--- config.mk ---
export PLATFORM = sky130hd
export DESIGN_NAME = header_field_value_finder
export DESIGN_NICKNAME = d
export VERILOG_FILES = /design/src/rtl/hfvf_pkg.sv /design/src/rtl/header_field_value_finder.sv /design/src/rtl/hfvf_classify.sv /design/src/rtl/hfvf_fifo.sv /design/src/rtl/hfvf_scan.sv
export VERILOG_INCLUDE_DIRS = /design/src /design/src/rtl
export SDC_FILE = /design/constraint.sdc
export NUM_CORES = 1
export LEC_CHECK = 0
export ABC_AREA = 1
export BUFFER_PORTS_ARGS = -buffer_cell sky130_fd_sc_hd__buf_2
export CAP_MARGIN = 0
export CORE_MARGIN = 5
export CORE_UTILIZATION = 64
export DETAILED_ROUTE_END_ITERATION = 8
export HOLD_SLACK_MARGIN = 0.03
export PLACE_DENSITY = 0.86
export SYNTH_ARGS = -nofsm -noshare
export SYNTH_HDL_FRONTEND = slang
export SYNTH_SLANG_ARGS = --single-unit
--- constraint.sdc ---
create_clock -name clk_i -period 13.5 [get_ports clk_i]
set_input_delay 0 -clock clk_i [delete_from_list [all_inputs] [get_ports clk_i]]
set_output_delay 0 -clock clk_i [all_outputs]
set_load 0.02 [all_outputs]
--- src/rtl/assert_macros.svh ---
// ----------------------------------------------------------------------------
// assertion macros for the header field value finder
// every assertion is clocked on clk_i and disabled while rst_ni is low
// ----------------------------------------------------------------------------
`ifndef ASSERT_MACROS_SVH
`define ASSERT_MACROS_SVH

`ifndef NO_ASSERTIONS

// property must hold at every clock edge out of reset
`define HFVF_ASSERT(lbl, prop, msg) \
  lbl: assert property (@(posedge clk_i) disable iff (!rst_ni) (prop)) else $error(msg);

// condition must never be seen at a clock edge out of reset
`define HFVF_ASSERT_NEVER(lbl, cond, msg) \
  lbl: assert property (@(posedge clk_i) disable iff (!rst_ni) !(cond)) else $error(msg);

`else

`define HFVF_ASSERT(lbl, prop, msg)
`define HFVF_ASSERT_NEVER(lbl, cond, msg)

`endif

`endif

--- src/rtl/hfvf_pkg.sv ---
// ----------------------------------------------------------------------------
// hfvf_pkg
// types, character codes and register map shared by the header field finder
// ----------------------------------------------------------------------------
`default_nettype none

package hfvf_pkg;

  // character codes
  localparam logic [7:0] CharColon  = 8'h3a;
  localparam logic [7:0] CharLf     = 8'h0a;
  localparam logic [7:0] CharCr     = 8'h0d;
  localparam logic [7:0] CharTab    = 8'h09;
  localparam logic [7:0] CharSpace  = 8'h20;
  localparam logic [7:0] CharVt     = 8'h0b;
  localparam logic [7:0] CharFf     = 8'h0c;
  localparam logic [7:0] CharUpperA = 8'h41;
  localparam logic [7:0] CharUpperZ = 8'h5a;
  localparam logic [7:0] CaseOffset = 8'h20;

  // field name storage
  localparam int unsigned NameBytes = 16;
  localparam int unsigned NameBits  = 8 * NameBytes;
  localparam int unsigned NameSelW  = $clog2(NameBytes);
  localparam int unsigned NameLenW  = 5;

  // configuration port
  localparam int unsigned ApbAddrW = 5;
  localparam int unsigned ApbDataW = 64;
  localparam logic [1:0] RegNameLow  = 2'd0;
  localparam logic [1:0] RegNameHigh = 2'd1;
  localparam logic [1:0] RegNameLen  = 2'd2;

  // result status codes
  localparam logic [1:0] StFound    = 2'd0;
  localparam logic [1:0] StNotFound = 2'd1;
  localparam logic [1:0] StTooLong  = 2'd2;

  // one header byte as it arrives
  typedef struct packed {
    logic [7:0] hdr_byte;
    logic       last_byte;
  } hdr_item_t;

  // one lookup result
  typedef struct packed {
    logic [1:0]  status;
    logic [15:0] value_offset;
    logic [15:0] value_length;
  } result_t;

  // header byte after classification by the front end
  typedef struct packed {
    logic [7:0] lower_byte;
    logic       is_ws;
    logic       is_sp_tab;
    logic       is_colon;
    logic       is_lf;
    logic       is_cr;
    logic       first_eq;
    logic       last;
  } cls_t;

  // scan phase
  typedef enum logic [1:0] {
    PhSearch,
    PhSkipWs,
    PhValue,
    PhDone
  } phase_e;

  // ascii lower case
  function automatic logic [7:0] to_lower(input logic [7:0] c);
    return ((c >= CharUpperA) && (c <= CharUpperZ)) ? (c + CaseOffset) : c;
  endfunction

endpackage

`default_nettype wire

--- src/rtl/header_field_value_finder.sv ---
// ----------------------------------------------------------------------------
// header_field_value_finder
// streaming lookup of one field's value in a response header
// ----------------------------------------------------------------------------
// The block takes one header byte per clock on its push side and sustains
// that rate for as long as results are popped: a front end tags each byte
// with its character class, a small byte queue (QUEUE_DEPTH entries) carries
// it to the scanner, which updates its match and value tracking as each
// byte is taken. One result per header appears on the pop side the cycle
// after the byte marked last leaves the queue. The only stall is a final
// byte reaching the scanner while the previous header's result is still
// unread; the queue then fills and full rises. The field name (up to 16
// bytes, compared ignoring ASCII case) and its length are written over the
// APB port at byte addresses 0, 8 and 16; the user must write them only
// between headers, as the block itself does not enforce this.
// ----------------------------------------------------------------------------
`default_nettype none

`include "assert_macros.svh"

module header_field_value_finder #(
  parameter int unsigned NAME_MAX_BYTES = 16,
  parameter int unsigned POSITION_BITS  = 16,
  parameter int unsigned QUEUE_DEPTH    = 4
) (
  input  logic                            clk_i,
  input  logic                            rst_ni,
  // configuration
  input  logic                            psel,
  input  logic                            penable,
  input  logic                            pwrite,
  input  logic [hfvf_pkg::ApbAddrW-1:0]   paddr,
  input  logic [hfvf_pkg::ApbDataW-1:0]   pwdata,
  output logic [hfvf_pkg::ApbDataW-1:0]   prdata,
  output logic                            pready,
  // header bytes
  input  logic                            push,
  output logic                            full,
  input  hfvf_pkg::hdr_item_t             hdr_item_i,
  // results
  output logic                            empty,
  input  logic                            pop,
  output hfvf_pkg::result_t               result_o
);

  logic [63:0]                   name_low_q;
  logic [63:0]                   name_high_q;
  logic [hfvf_pkg::NameLenW-1:0] name_len_q;
  logic [1:0]                    reg_idx;
  logic                          cfg_wr;

  hfvf_pkg::cls_t cls_wr, cls_rd;
  logic           fifo_wr, fifo_rd, fifo_empty;

  logic           res_miss, res_zero, res_bad_status;

  // configuration registers
  assign pready  = 1'b1;
  assign reg_idx = paddr[4:3];
  assign cfg_wr  = psel & penable & pwrite & pready;

  always_ff @(posedge clk_i or negedge rst_ni) begin
    if (!rst_ni) begin
      name_low_q  <= '0;
      name_high_q <= '0;
      name_len_q  <= '0;
    end else if (cfg_wr) begin
      case (reg_idx)
        hfvf_pkg::RegNameLow:  name_low_q  <= pwdata;
        hfvf_pkg::RegNameHigh: name_high_q <= pwdata;
        hfvf_pkg::RegNameLen:  name_len_q  <= pwdata[hfvf_pkg::NameLenW-1:0];
        default: begin
          name_len_q <= name_len_q;
        end
      endcase
    end
  end

  // register read back
  always_comb begin
    case (reg_idx)
      hfvf_pkg::RegNameLow:  prdata = name_low_q;
      hfvf_pkg::RegNameHigh: prdata = name_high_q;
      hfvf_pkg::RegNameLen:  prdata = hfvf_pkg::ApbDataW'(name_len_q);
      default:               prdata = '0;
    endcase
  end

  // front end
  hfvf_classify u_classify (
    .item_i       (hdr_item_i),
    .push_i       (push),
    .full_i       (full),
    .name_first_i (name_low_q[7:0]),
    .wr_en_o      (fifo_wr),
    .cls_o        (cls_wr)
  );

  // byte queue
  hfvf_fifo #(
    .DEPTH (QUEUE_DEPTH)
  ) u_fifo (
    .clk_i     (clk_i),
    .rst_ni    (rst_ni),
    .wr_en_i   (fifo_wr),
    .wr_data_i (cls_wr),
    .full_o    (full),
    .rd_en_i   (fifo_rd),
    .rd_data_o (cls_rd),
    .empty_o   (fifo_empty)
  );

  // back end
  hfvf_scan #(
    .NAME_MAX_BYTES (NAME_MAX_BYTES),
    .POSITION_BITS  (POSITION_BITS)
  ) u_scan (
    .clk_i       (clk_i),
    .rst_ni      (rst_ni),
    .name_i      ({name_high_q, name_low_q}),
    .name_len_i  (name_len_q),
    .cls_i       (cls_rd),
    .cls_empty_i (fifo_empty),
    .cls_rd_o    (fifo_rd),
    .result_o    (result_o),
    .empty_o     (empty),
    .pop_i       (pop)
  );

  // result terms used by the checks
  assign res_miss       = !empty && (result_o.status != hfvf_pkg::StFound);
  assign res_zero       = (result_o.value_offset == 16'd0) &&
                          (result_o.value_length == 16'd0);
  assign res_bad_status = res_miss && (result_o.status != hfvf_pkg::StNotFound) &&
                          (result_o.status != hfvf_pkg::StTooLong);

  // assertions
  `HFVF_ASSERT(a_push_lands, push && !full |=> !fifo_empty, "accepted byte missing from queue")
  `HFVF_ASSERT(a_miss_zero, res_miss |-> res_zero, "nonzero bounds without a match")
  `HFVF_ASSERT_NEVER(a_status_code, res_bad_status, "undefined status code")

endmodule

`default_nettype wire

--- src/rtl/hfvf_classify.sv ---
// ----------------------------------------------------------------------------
// hfvf_classify
// front end: accepts header bytes and tags them with character classes
// ----------------------------------------------------------------------------
`default_nettype none

module hfvf_classify (
  input  hfvf_pkg::hdr_item_t item_i,
  input  logic                push_i,
  input  logic                full_i,
  input  logic [7:0]          name_first_i,
  output logic                wr_en_o,
  output hfvf_pkg::cls_t      cls_o
);

  logic [7:0] b;

  assign b = item_i.hdr_byte;

  // accept when the queue has room
  assign wr_en_o = push_i & ~full_i;

  // character classes
  always_comb begin
    cls_o.lower_byte = hfvf_pkg::to_lower(b);
    cls_o.is_sp_tab  = (b == hfvf_pkg::CharSpace) || (b == hfvf_pkg::CharTab);
    cls_o.is_ws      = (b == hfvf_pkg::CharSpace) || (b == hfvf_pkg::CharTab) ||
                       (b == hfvf_pkg::CharLf) || (b == hfvf_pkg::CharVt) ||
                       (b == hfvf_pkg::CharFf) || (b == hfvf_pkg::CharCr);
    cls_o.is_colon   = (b == hfvf_pkg::CharColon);
    cls_o.is_lf      = (b == hfvf_pkg::CharLf);
    cls_o.is_cr      = (b == hfvf_pkg::CharCr);
    cls_o.first_eq   = (hfvf_pkg::to_lower(b) == hfvf_pkg::to_lower(name_first_i));
    cls_o.last       = item_i.last_byte;
  end

endmodule

`default_nettype wire

--- src/rtl/hfvf_fifo.sv ---
// ----------------------------------------------------------------------------
// hfvf_fifo
// short queue of classified bytes between front end and scanner
// ----------------------------------------------------------------------------
`default_nettype none

module hfvf_fifo #(
  parameter int unsigned DEPTH = 4
) (
  input  logic           clk_i,
  input  logic           rst_ni,
  input  logic           wr_en_i,
  input  hfvf_pkg::cls_t wr_data_i,
  output logic           full_o,
  input  logic           rd_en_i,
  output hfvf_pkg::cls_t rd_data_o,
  output logic           empty_o
);

  localparam int unsigned PtrW = (DEPTH > 1) ? $clog2(DEPTH) : 1;
  localparam int unsigned CntW = $clog2(DEPTH + 1);
  localparam logic [PtrW-1:0] LastPtr = PtrW'(DEPTH - 1);
  localparam logic [CntW-1:0] FullCnt = CntW'(DEPTH);

  hfvf_pkg::cls_t  mem_q [DEPTH];
  logic [PtrW-1:0] wr_ptr_q, wr_ptr_d;
  logic [PtrW-1:0] rd_ptr_q, rd_ptr_d;
  logic [CntW-1:0] cnt_q, cnt_d;
  logic            do_wr, do_rd;

  assign full_o    = (cnt_q == FullCnt);
  assign empty_o   = (cnt_q == '0);
  assign do_wr     = wr_en_i & ~full_o;
  assign do_rd     = rd_en_i & ~empty_o;
  assign rd_data_o = mem_q[rd_ptr_q];

  // pointer and level update
  always_comb begin
    wr_ptr_d = wr_ptr_q;
    rd_ptr_d = rd_ptr_q;
    cnt_d    = cnt_q;
    if (do_wr) begin
      wr_ptr_d = (wr_ptr_q == LastPtr) ? '0 : PtrW'(wr_ptr_q + 1'b1);
    end
    if (do_rd) begin
      rd_ptr_d = (rd_ptr_q == LastPtr) ? '0 : PtrW'(rd_ptr_q + 1'b1);
    end
    if (do_wr && !do_rd) begin
      cnt_d = CntW'(cnt_q + 1'b1);
    end else if (!do_wr && do_rd) begin
      cnt_d = CntW'(cnt_q - 1'b1);
    end
  end

  // control registers
  always_ff @(posedge clk_i or negedge rst_ni) begin
    if (!rst_ni) begin
      wr_ptr_q <= '0;
      rd_ptr_q <= '0;
      cnt_q    <= '0;
    end else begin
      wr_ptr_q <= wr_ptr_d;
      rd_ptr_q <= rd_ptr_d;
      cnt_q    <= cnt_d;
    end
  end

  // storage
  always_ff @(posedge clk_i) begin
    if (do_wr) begin
      mem_q[wr_ptr_q] <= wr_data_i;
    end
  end

endmodule

`default_nettype wire

--- src/rtl/hfvf_scan.sv ---
// ----------------------------------------------------------------------------
// hfvf_scan
// back end: walks the classified bytes, tracks the field match and value
// bounds, and holds the result in an output register
// ----------------------------------------------------------------------------
`default_nettype none

module hfvf_scan #(
  parameter int unsigned NAME_MAX_BYTES = 16,
  parameter int unsigned POSITION_BITS  = 16
) (
  input  logic                              clk_i,
  input  logic                              rst_ni,
  input  logic [hfvf_pkg::NameBits-1:0]     name_i,
  input  logic [hfvf_pkg::NameLenW-1:0]     name_len_i,
  input  hfvf_pkg::cls_t                    cls_i,
  input  logic                              cls_empty_i,
  output logic                              cls_rd_o,
  output hfvf_pkg::result_t                 result_o,
  output logic                              empty_o,
  input  logic                              pop_i
);

  localparam int unsigned IdxW = $clog2(NAME_MAX_BYTES + 1);
  localparam int unsigned PosW = POSITION_BITS;
  localparam logic [PosW:0] MaxLen = {1'b0, {PosW{1'b1}}};

  // scan state
  hfvf_pkg::phase_e phase_q, phase_n, phase_d;
  logic [PosW:0]    pos_q, pos_d;
  logic             at_ls_q, at_ls_n, at_ls_d;
  logic [IdxW-1:0]  idx_q, idx_n, idx_d;
  logic             alive_q, alive_n, alive_d;
  logic             prev_cr_q, prev_cr_n, prev_cr_d;
  logic             pend_q, pend_n, pend_d;
  logic [PosW-1:0]  vstart_q, vstart_d;
  logic [PosW-1:0]  vend_q, vend_d;
  logic [PosW-1:0]  pnp_q, pnp_d;

  // output register
  logic              out_valid_q, out_valid_d;
  hfvf_pkg::result_t out_q;
  hfvf_pkg::result_t res;

  logic                          take, live, last_take, too_long;
  logic [IdxW-1:0]               eff_len;
  logic [hfvf_pkg::NameSelW-1:0] sel;
  logic [7:0]                    name_lc;
  logic                          idx_lt, alive_mid, colon_after, restart_ok;
  logic                          start_colon, start_name, to_skip;
  logic [PosW-1:0]               pos_lo, total;

  // take a byte unless a final byte would overwrite an unread result
  assign take      = ~cls_empty_i & (~cls_i.last | ~out_valid_q | pop_i);
  assign cls_rd_o  = take;
  assign last_take = take & cls_i.last;
  assign too_long  = (pos_q >= MaxLen);
  assign live      = take & ~too_long;
  assign pos_lo    = pos_q[PosW-1:0];
  assign total     = PosW'(pos_lo + PosW'(1));

  // effective name length and current name byte
  assign eff_len = (name_len_i > hfvf_pkg::NameLenW'(NAME_MAX_BYTES)) ?
                   IdxW'(NAME_MAX_BYTES) : IdxW'(name_len_i);
  assign sel     = hfvf_pkg::NameSelW'(idx_q);
  assign name_lc = hfvf_pkg::to_lower(name_i[{sel, 3'b000} +: 8]);

  // field name matching
  assign idx_lt      = (idx_q < eff_len);
  assign alive_mid   = alive_q & idx_lt & (cls_i.lower_byte == name_lc);
  assign colon_after = alive_q & ~idx_lt & cls_i.is_colon;
  assign restart_ok  = ~colon_after & ~alive_mid & at_ls_q & ~cls_i.is_ws;
  assign start_colon = restart_ok & (eff_len == '0) & cls_i.is_colon;
  assign start_name  = restart_ok & (eff_len != '0) & cls_i.first_eq;
  assign to_skip     = colon_after | start_colon;

  // next phase
  always_comb begin
    phase_n = phase_q;
    if (live) begin
      case (phase_q)
        hfvf_pkg::PhSearch: begin
          if (to_skip) phase_n = hfvf_pkg::PhSkipWs;
        end
        hfvf_pkg::PhSkipWs: begin
          if (!cls_i.is_ws) phase_n = hfvf_pkg::PhValue;
        end
        hfvf_pkg::PhValue: begin
          if (pend_q && !cls_i.is_sp_tab) phase_n = hfvf_pkg::PhDone;
        end
        hfvf_pkg::PhDone: begin
          phase_n = hfvf_pkg::PhDone;
        end
        default: begin
          phase_n = phase_q;
        end
      endcase
    end
    phase_d = last_take ? hfvf_pkg::PhSearch : phase_n;
  end

  // per-phase register updates
  always_comb begin
    at_ls_n   = at_ls_q;
    idx_n     = idx_q;
    alive_n   = alive_q;
    prev_cr_n = prev_cr_q;
    pend_n    = pend_q;
    vstart_d  = vstart_q;
    vend_d    = vend_q;
    pnp_d     = pnp_q;
    if (live) begin
      case (phase_q)
        hfvf_pkg::PhSearch: begin
          alive_n = alive_mid | start_name;
          if (start_name) begin
            idx_n = IdxW'(1);
          end else if (alive_mid) begin
            idx_n = IdxW'(idx_q + IdxW'(1));
          end
          at_ls_n = cls_i.is_lf;
        end
        hfvf_pkg::PhSkipWs: begin
          if (!cls_i.is_ws) begin
            vstart_d  = pos_lo;
            prev_cr_n = 1'b0;
            pend_n    = 1'b0;
          end
        end
        hfvf_pkg::PhValue: begin
          if (pend_q && !cls_i.is_sp_tab) begin
            pend_n = 1'b0;
            vend_d = PosW'(pnp_q - PosW'(prev_cr_q));
          end else if (cls_i.is_lf) begin
            pend_n = 1'b1;
            pnp_d  = pos_lo;
          end else begin
            pend_n    = 1'b0;
            prev_cr_n = cls_i.is_cr;
          end
        end
        default: begin
          at_ls_n = at_ls_q;
        end
      endcase
    end
  end

  // position counter saturates one past the longest header
  always_comb begin
    pos_d = pos_q;
    if (take) begin
      pos_d = pos_q[PosW] ? pos_q : (PosW + 1)'(pos_q + 1'b1);
    end
    at_ls_d   = at_ls_n;
    idx_d     = idx_n;
    alive_d   = alive_n;
    prev_cr_d = prev_cr_n;
    pend_d    = pend_n;
    if (last_take) begin
      pos_d     = '0;
      at_ls_d   = 1'b1;
      idx_d     = '0;
      alive_d   = 1'b0;
      prev_cr_d = 1'b0;
      pend_d    = 1'b0;
    end
  end

  // result of the header
  always_comb begin
    res.status       = hfvf_pkg::StFound;
    res.value_offset = '0;
    res.value_length = '0;
    if (too_long) begin
      res.status = hfvf_pkg::StTooLong;
    end else begin
      case (phase_n)
        hfvf_pkg::PhSkipWs: begin
          res.value_offset = 16'(total);
        end
        hfvf_pkg::PhValue: begin
          res.value_offset = 16'(vstart_d);
          res.value_length = 16'(PosW'(total - vstart_d));
        end
        hfvf_pkg::PhDone: begin
          res.value_offset = 16'(vstart_d);
          res.value_length = 16'(PosW'(vend_d - vstart_d));
        end
        default: begin
          res.status = hfvf_pkg::StNotFound;
        end
      endcase
    end
  end

  // output register valid flag
  always_comb begin
    out_valid_d = out_valid_q;
    if (last_take) begin
      out_valid_d = 1'b1;
    end else if (pop_i) begin
      out_valid_d = 1'b0;
    end
  end

  // control registers
  always_ff @(posedge clk_i or negedge rst_ni) begin
    if (!rst_ni) begin
      phase_q     <= hfvf_pkg::PhSearch;
      pos_q       <= '0;
      at_ls_q     <= 1'b1;
      idx_q       <= '0;
      alive_q     <= 1'b0;
      prev_cr_q   <= 1'b0;
      pend_q      <= 1'b0;
      out_valid_q <= 1'b0;
    end else begin
      phase_q     <= phase_d;
      pos_q       <= pos_d;
      at_ls_q     <= at_ls_d;
      idx_q       <= idx_d;
      alive_q     <= alive_d;
      prev_cr_q   <= prev_cr_d;
      pend_q      <= pend_d;
      out_valid_q <= out_valid_d;
    end
  end

  // value bounds and result payload
  always_ff @(posedge clk_i) begin
    vstart_q <= vstart_d;
    vend_q   <= vend_d;
    pnp_q    <= pnp_d;
    if (last_take) begin
      out_q <= res;
    end
  end

  assign result_o = out_q;
  assign empty_o  = ~out_valid_q;

endmodule

`default_nettype wire

==> impl_metrics.py <==
metrics = {
    "sta": {
        "finalClockSkew_ps": 21.2,
        "post-route-period-util_pct": 49.5,
        "fmax_mhz": 150,
        "fin_tns_setup_ps": 0,
        "hold_viol_final": 0,
        "final_max_slew_viol_count": 0,
        "finalSetupViolCount": 0,
        "tightestPinTransition_ps": 1190,
        "slew-limit-headroom_pct": 21.0,
        "rsz0062_at_grt": "no",
        "fin_crit_ps": 6690,
    },
    "yosys": {
        "seq_area_frac_synth_pct": 51.3,
        "synth_cell_types": 64,
        "netlist_instances": 1864,
        "synth_warnings": 0,
        "synth_nets": 1983,
        "syn-cell-area_um2": 15900,
        "yosys_register_bits": 311,
        "ys_top_cells_by_count": "nand2_1, inv_1, o21ai_0",
        "async_flop_share_pct": 54.3,
        "yosysMostFrequentCell": "nand2_1",
        "synth_top_area_share_pct": 26.4,
        "synth_edf_count": 110,
        "yosys.area.top_type": "dfrtp_1",
        "synth_area_leaders": "dfrtp_1, edfxtp_1, nand2_1",
        "ys.flop_type": "dfrtp_1",
        "avgSynthCellArea_um2": 8.54,
    },
    "critical_path": {
        "reg2reg_from": "u_scan.idx_q[0]$_DFFE_PN0P_",
        "critPathLaunchType": "register",
        "critPathSlowestCell": "buf_4",
        "rr_endpoint": "u_scan.result_o[14]$_SDFFCE_PP0P_",
        "crit_arrival_ps": 6890,
        "reg2reg_depth": 41,
        "critical_path.endpoint": "u_scan.result_o[14]$_SDFFCE_PP0P_",
        "cpPeakStageDelay_ps": 650,
        "required_ps": 13700,
        "crit_start": "u_scan.idx_q[0]$_DFFE_PN0P_",
        "critPathCaptureType": "register",
        "cp_max_fo": 82,
        "crit_top_cell": "nand2_1",
        "critPathKind": "register to register",
        "rrSetupSlack_ps": 6810,
    },
    "cells_and_area": {
        "areaGrowthSynthToFinish_pct": 18.6,
        "nNetsFinal": 2208,
        "finalNonFillerCells": 2439,
        "drive_above_1_share_pct": 15.1,
        "final_util_pct": 77.4,
    },
    "global_route": {
        "grt.total_usage_pct": 30.9,
        "grt_antenna_before_repair": 0,
        "grt_pass1_wl_mm": 71.0,
        "grt-ovfl-total": 0,
        "first_global_vias": 14000,
        "grt_max_degree": 129,
    },
    "placement": {
        "dp_cells": 2301,
        "numPortBuffers": 181,
        "hpwl_mm": 27.9,
        "gp_congestion": 0.917,
    },
    "detailed_routing": {
        "drt_wl_total_mm": 44.6,
        "dr.pass1.iters": 6,
        "vias_per_cell": 5.91,
        "avgRoutedWirePerCell_um": 18.3,
        "ant_nets": 0,
        "vias": 14400,
        "drt_iter0_drc": 1730,
        "drc": 0,
    },
    "die": {
        "die_w_um": 168,
        "coreArea_um2": 24400,
        "core.rowCount": 57,
        "ioPinCount": 186,
        "die_area_um2": 28100,
        "die_y_um": 168,
        "start_util_pct": 65.3,
    },
    "clocking": {
        "clk_latency_ps": 530,
        "tritoncts": "built",
        "cts_made_buffers": 34,
        "clk_path_buf_depth": 3,
        "root_buffer": "clkbuf_16",
        "htree_levels": 2,
        "postCtsResizedCells": 0,
        "clock_sinks": 311,
        "clk_pin_slew_worst_paths_ps": 60,
    },
    "min_path": {
        "min_path_type": "input port to register",
        "hp-start": "push",
    },
    "run": {
        "cap_viol_max_count": 0,
    },
    "power_and_ir_drop": {
        "vdd_drop_max_uv": 121,
        "leakagePower_nw": 8.91,
        "p_per_area_nw_per_um2": 191,
    },
    "outcome": {
        "status": "complete, no violations",
    },
}
[worst min-delay path by stage]
| stage | end | slack (ps) | depth (start not counted) |
|---|---|---|---|
| 2_1_floorplan | name_high_q[0]$_DFFE_PN0P_ | -300 | 0 |
| 3_3_place_gp | u_fifo.wr_ptr_q[0]$_DFFE_PN0P_ | 110 | 1 |
| 3_5_place_dp | u_fifo.cnt_q[2]$_DFFE_PN0P_ | 120 | 1 |
| 4_1_cts | u_fifo.wr_ptr_q[0]$_DFFE_PN0P_ | 60 | 4 |
| 5_1_grt | u_fifo.wr_ptr_q[0]$_DFFE_PN0P_ | 140 | 4 |
| 6_report | u_fifo.wr_ptr_q[1]$_DFFE_PN0P_ | 70 | 4 |
[stage by stage]
stage / instance area (um2) / worst slack [ps] / hold slack [ps] / total power [W]
after floorplan: 15900 / 8710 / -296 / 0.00224
after global placement: 17000 / 7310 / 109 / 0.00254
after detailed placement: 17000 / 7020 / 119 / 0.00260
after CTS: 18900 / 6960 / 59.2 / 0.00358
after global routing: 18900 / 6330 / 143 / 0.00380
final: 18900 / 6810 / 66.4 / 0.00360
[area by class of cell]
type / count / area [um2]
Clock inverter: 11 / 111
Fill cell: 1595 / 5520
Multi-Input combinational cell: 1206 / 6350
Sequential cell: 311 / 8180
Inverter: 264 / 996
Timing Repair Buffer: 272 / 1790
Tap cell: 324 / 405
Antenna cell: 1 / 2.50
Clock buffer: 50 / 1040
[cells by family after synthesis]
kind of cell             synth area share, %
multiplexers                           0.519
adder cells (fa/ha/maj)                 2.77
XOR/XNOR                                2.15
other                                 0.0236
AO/OA/AOI/OAI                           15.6
flip-flops                              51.3
AND/OR/NAND/NOR                         18.7
buffers and inverters                   8.87
[flip-flops by register name (all words and copies together) (netlist names)]
signal,cells
u_scan.pos_q,17
name_len_q,5
u_scan.idx_q,5
u_scan.pnp_q,16
u_fifo.mem_q,60
u_fifo.cnt_q,3
u_scan.prev_cr_q,1
u_fifo.rd_ptr_q,2
u_fifo.wr_ptr_q,2
u_scan.vend_q,16
u_scan.alive_q,1
u_scan.phase_q,2
u_scan.pend_q,1
u_scan.result_o,34
name_high_q,64
u_scan.vstart_q,16
name_low_q,64
u_scan.out_valid_q,1
u_scan.at_ls_q,1
[cells in the final DEF, fill, tap and decap left out, types with 24 or more instances in the layout]
cell type,n
a21oi_1,51
a22o_1,24
buf_2,180
clkbuf_16,37
dfrtp_1,167
dfxtp_1,32
dlygate4sd3_1,76
edfxtp_1,110
ha_1,32
inv_1,253
nand2_1,448
nand3_1,90
nor2_1,109
o21ai_0,224
o22ai_1,49
xor2_1,24
[repair_timing]
| action | 4_1_cts | 5_1_grt |
|---|---|---|
| hold buffers | 76 | 0 |
| hold endpoints to repair | 273 | 0 |
| buffers inserted | 0 | 0 |
[metal layers]
| layer | GRT usage (%) | vias to the layer above | wire [um] |
|---|---|---|---|
| met3 | 5.75 | 194 | 4030 |
| met4 | 13.7 | 0 | 2250 |
| met2 | 52.0 | 882 | 21600 |
| met5 | 0 | - | 0 |
| li1 | - | 6600 | - |
| met1 | 39.2 | 6734 | 16800 |
[power by group]
part	leakage, nW	switching (W)	internal (W)
Clock	0.573	0.000381	0.000576
Combinational	4.87	0.000873	0.000393
Sequential	3.46	0.000128	0.00125
Total	8.91	0.00138	0.00222
[critical path: cells and delay by family, from the launching register on]
kind / cells / cell delay (ps)
AOI/OAI and AO/OA: 8 / 1500
and+or+nand+nor: 27 / 2650
buffers and inverters: 4 / 1250
adders and majority gates: 2 / 630
DFF: 1 / 330
Note: power is estimated with default switching activity, not from simulation.
